### config.mk
export PLATFORM = sky130hd
export DESIGN_NAME = rlbs_cmpsub
export DESIGN_NICKNAME = d
export VERILOG_FILES = /design/src/rtl/rlbs_pkg.sv /design/src/rtl/rlbs_cmpsub.sv
export SDC_FILE = /design/constraint.sdc
export NUM_CORES = 1
export LEC_CHECK = 0
export BUFFER_PORTS_ARGS = -buffer_cell sky130_fd_sc_hd__buf_2
export CELL_PAD_IN_SITES_DETAIL_PLACEMENT = 0
export CELL_PAD_IN_SITES_GLOBAL_PLACEMENT = 2
export CORE_MARGIN = 4
export CORE_UTILIZATION = 21
export DETAILED_ROUTE_END_ITERATION = 10
export MAX_ROUTING_LAYER = met4
export PLACE_DENSITY_LB_ADDON = 0.12
export SLEW_MARGIN = 20
export SYNTH_ARGS = -nofsm -noshare
export SYNTH_HDL_FRONTEND = slang
export SYNTH_SLANG_ARGS = --single-unit
### constraint.sdc
create_clock -name vclk -period 2.5
set_input_delay 0.25 -clock vclk [all_inputs]
set_output_delay 0.25 -clock vclk [all_outputs]
set_load 0.02 [all_outputs]
### src/rtl/rlbs_pkg.sv
// ----------------------------------------------------------------------------
// rlbs_pkg
// Shared types and constants for the RTP loss and burst statistics block.
// ----------------------------------------------------------------------------
package rlbs_pkg;

    // Operation codes carried in the input tuser field
    localparam logic [1:0] OP_RECV    = 2'd0;
    localparam logic [1:0] OP_DISCARD = 2'd1;
    localparam logic [1:0] OP_REPORT  = 2'd2;

    // Width of the shared compare-and-subtract unit. It holds x*512 + T for
    // x up to 2^32-1 and T up to 3*2^32, and the divisor 2T shifted by 8.
    localparam int unsigned DIV_W = 44;

    // Result field widths
    localparam int unsigned CNT_W  = 32;
    localparam int unsigned SLOT_W = 17;
    localparam int unsigned FRAC_W = 9;
    localparam int unsigned TOT_W  = 34;

    // Register map
    localparam logic REG_GAP_MIN = 1'b0;
    localparam logic [7:0] GAP_MIN_RESET = 8'd16;

    // Control of the seen-bitmap store
    typedef struct packed {
        logic wr_en;
        logic wr_bit;
        logic rd_en;
    } t_ram_ctl;

endpackage

### src/rtl/rlbs_cmpsub.sv
// ----------------------------------------------------------------------------
// rlbs_cmpsub
// Shared compare-and-subtract unit used for sequence reduction and division.
// ----------------------------------------------------------------------------
module rlbs_cmpsub (
    input  logic [rlbs_pkg::DIV_W-1:0] i_a,
    input  logic [rlbs_pkg::DIV_W-1:0] i_b,
    output logic                       o_ge,
    output logic [rlbs_pkg::DIV_W-1:0] o_diff
);

    logic [rlbs_pkg::DIV_W:0] w_sub;

    // The borrow out of the widened subtraction tells whether a is below b.
    assign w_sub  = {1'b0, i_a} - {1'b0, i_b};
    assign o_ge   = ~w_sub[rlbs_pkg::DIV_W];
    assign o_diff = w_sub[rlbs_pkg::DIV_W-1:0];

endmodule

==> impl.org <==
** Power
- IR Drop Worst-Case VDD :: 0.145 mV
- Power spread over the standard cell area amounts to 335 mW/mm².
- Internal power comes to 0.931 mW.
- Switching fraction of total power :: 50.3%
- Clock network fraction of total power :: 0%
- Static Leak :: 2.70 nW
- P_sw :: 0.944 mW
- Sequential cells account for 0% of the total power.
- Combinational cells account for 100.0% of the total power.

** Timing
- Headroom to the max-slew limit came out at 57.3%.
- Setup repair after global routing missed its margin :: true
- Setup violations, final :: 25
- For the pin with the worst max-slew slack, the measured transition is 639 ps.
- The max-slew violation total from the final report is 0.
- Final hold violation count :: 0
- Maximum clock frequency :: 355 MHz
- Summed over all failing endpoints, the final setup total negative slack is -4300 ps.
- Tightest hold margin :: 873 ps
- Worst path setup slack after routing :: -314 ps
- Post-layout minimum cycle time :: 2810 ps
- Portion of the clock cycle consumed by the worst path in the final layout :: 113%

** Floorplan
- Die boundary width :: 119 µm
- Once the floorplan was initialized, standard cells occupied 21.5% of the core.
- Row generation in the floorplan step produced 40 rows.
- Boundary pin count :: 133
- The floorplan step defined a die boundary enclosing 0.0142 mm².
- Overall die height :: 119 µm
- Std-Cell Core Area :: 0.0121 mm²

** Outcome
- Result of the run :: finished with violations
- The checks that failed: negative setup slack.

** Global routing
- GRT Overall Usage :: 14.6%
- The first global-routing pass estimated 17.5 mm of wire.
- The initial antenna violation count came to 0.
- Via count of the first global-routing pass :: 3869
- Pin count of the biggest net entering global routing :: 8
- Total grt overflow :: 0

** Synthesis
- Total of warnings raised by yosys :: 0
- Yosys mapped the design onto 46 distinct sky130hd cell types.
- Mapped cell area :: 0.00260 mm²
- The number of nets in the synthesized netlist is 534.
- A synthesized cell averages 6.47 µm².
- Synthesis produced a netlist whose cell count is 401.
- Post-synthesis sequential area ratio :: 0%

** Routing
- DR iter-0 viols :: 81
- Antenna Violating Nets Remaining :: 0
- Total via count in the routed design :: 3642
- Detail-routed net length per standard cell :: 12.8 µm
- For this block, the routed nets add up to 10.5 mm of wire.
- The first detailed-routing pass ran for 4 iterations.
- # DRC :: 0
- Via density per instance :: 4.43

** Finish
- Count of antenna diodes in the layout :: 0
- Leading cell type in the layout, fill and taps excluded :: buf_4
- Clock buffers in the final layout number 0.
- Leaving out fill and tap cells, the most frequent cells in the layout are buf_4, buf_2, inv_1, nand2_1.
- Relative to the synthesized area, the layout overhead comes to 115%.
- Share of layout cells above drive strength 1 :: 61.5%
- The net count of the finished layout is 790.
- Leaving out filler cells and counting taps, the final layout contains 823.
- Across the whole layout, storage elements account for 0 µm².
- Measured on the finished design, the core utilization comes to 46.3%.
- Sequential cell count :: 0

** Place
- Port buffering added 133 buffers.
- Detailed placement ended at an HPWL of 9.06 mm.
- Final weighted congestion in routability-driven placement :: 0.868
- Counting tap cells, the placed design contains a total of 801 instances.

** Setup path
- In this design, the stage delay of the slowest critical-path cell is 350 ps.
- On the critical path the largest part of the delay comes from compound AO/OA/AOI/OAI gates.
- In this run the worst path has a maximum fanout of 5.
- Type of the setup path with the least slack :: input port to output pin
- Crit path arrival time :: 2560 ps
- Capturing element type of the critical path :: output pin
- Data required time of the critical path :: 2250 ps
- Together, buffers and inverters on the worst path number 2.
- The slowest stage of the critical path belongs to the cell fa_2.
- Startpoint type of the worst setup path :: input port
- The signal on the critical path passes through buf_6 > ha_4 > fa_2 > nand2b_4 > a21oi_4 > a211oi_4 > o21ai_2 > a21oi_4 > o31ai_4 > a31oi_4 > o31ai_4 > xor2_2 > buf_6.

** Flow run
- Max-capacitance violation count :: 0

** Hold path
- The worst hold path belongs to the class input port to output pin.
==> repair_timing <==
item | 4_1_cts | 5_1_grt
buffers inserted | 21 | 9
resized for setup | 149 | 41
hold buffers | 0 | 0
pin swaps | 52 | 39
setup endpoints to repair | 28 | 29
==> power by group through the flow <==
stage | sequential (mW) | clock (mW) | combinational (mW)
detailed placement | 0 | 0 | 1.49
global route | 0 | 0 | 2.03
floorplan | 0 | 0 | 0.877
CTS | 0 | 0 | 1.81
finish | 0 | 0 | 1.87
global placement | 0 | 0 | 1.49
==> logic make-up (layout without fill, tap and decap cells) <==
kind of cell / Yosys count / in the layout / share of synthesized area [%]
AND/OR/NAND/NOR: 110 / 110 / 19.6
XOR/XNOR: 41 / 41 / 13.8
adder cells (fa/ha/maj): 45 / 45 / 22.0
AO/OA/AOI/OAI: 137 / 137 / 34.4
multiplexers: 1 / 1 / 0.434
buffers and inverters: 67 / 321 / 9.78
==> cells in the mapped netlist (5+ instances only) <==
library cell | instances | share of area [%]
a21o_1 | 14 | 4.0
a21oi_1 | 53 | 10
a31oi_1 | 6 | 1.4
clkbuf_1 | 9 | 1.3
ha_1 | 44 | 21
inv_1 | 56 | 8.1
nand2_1 | 41 | 5.9
nand2b_1 | 6 | 1.4
nand3_1 | 8 | 1.5
nand4_1 | 8 | 1.9
nor2_1 | 27 | 3.9
nor2b_1 | 6 | 1.4
o211ai_1 | 7 | 2.0
o21ai_0 | 19 | 3.7
o21ai_1 | 5 | 0.96
o21bai_1 | 8 | 2.3
xnor2_1 | 26 | 8.8
xor2_1 | 15 | 5.1
==> layer usage <==
layer  share of wire, %  vias to the layer above  GRT usage [%]
met4                1.5                        0           2.10
met5                  0                        -              -
met1                 41                     1660           17.0
li1                   -                     1907              -
met3                3.2                        8          0.617
met2                 54                       67           28.0
==> worst paths after layout <==
path | startpoint | endpoint | cells after the start
setup / recovery | i_b[0] | o_diff[42] | 13
hold / removal | i_b[0] | o_diff[0] | 4
==> area by class of cell <==
type	count	area, µm²
fill	1267	6470
inverter	56	245
multi-input combinational	334	3260
tap	168	210
timing repair buffer	265	1880
==> through the flow <==
stage,instance area (µm²),setup WS [ps],total power [mW]
4_1_cts,5360,-390,1.81
6_report,5590,-314,1.87
3_5_place_dp,4550,-506,1.49
3_3_place_gp,4550,-518,1.49
5_1_grt,5590,-447,2.03
2_1_floorplan,2910,-102,0.877
No activity file was read; power rests on OpenSTA's default activity.
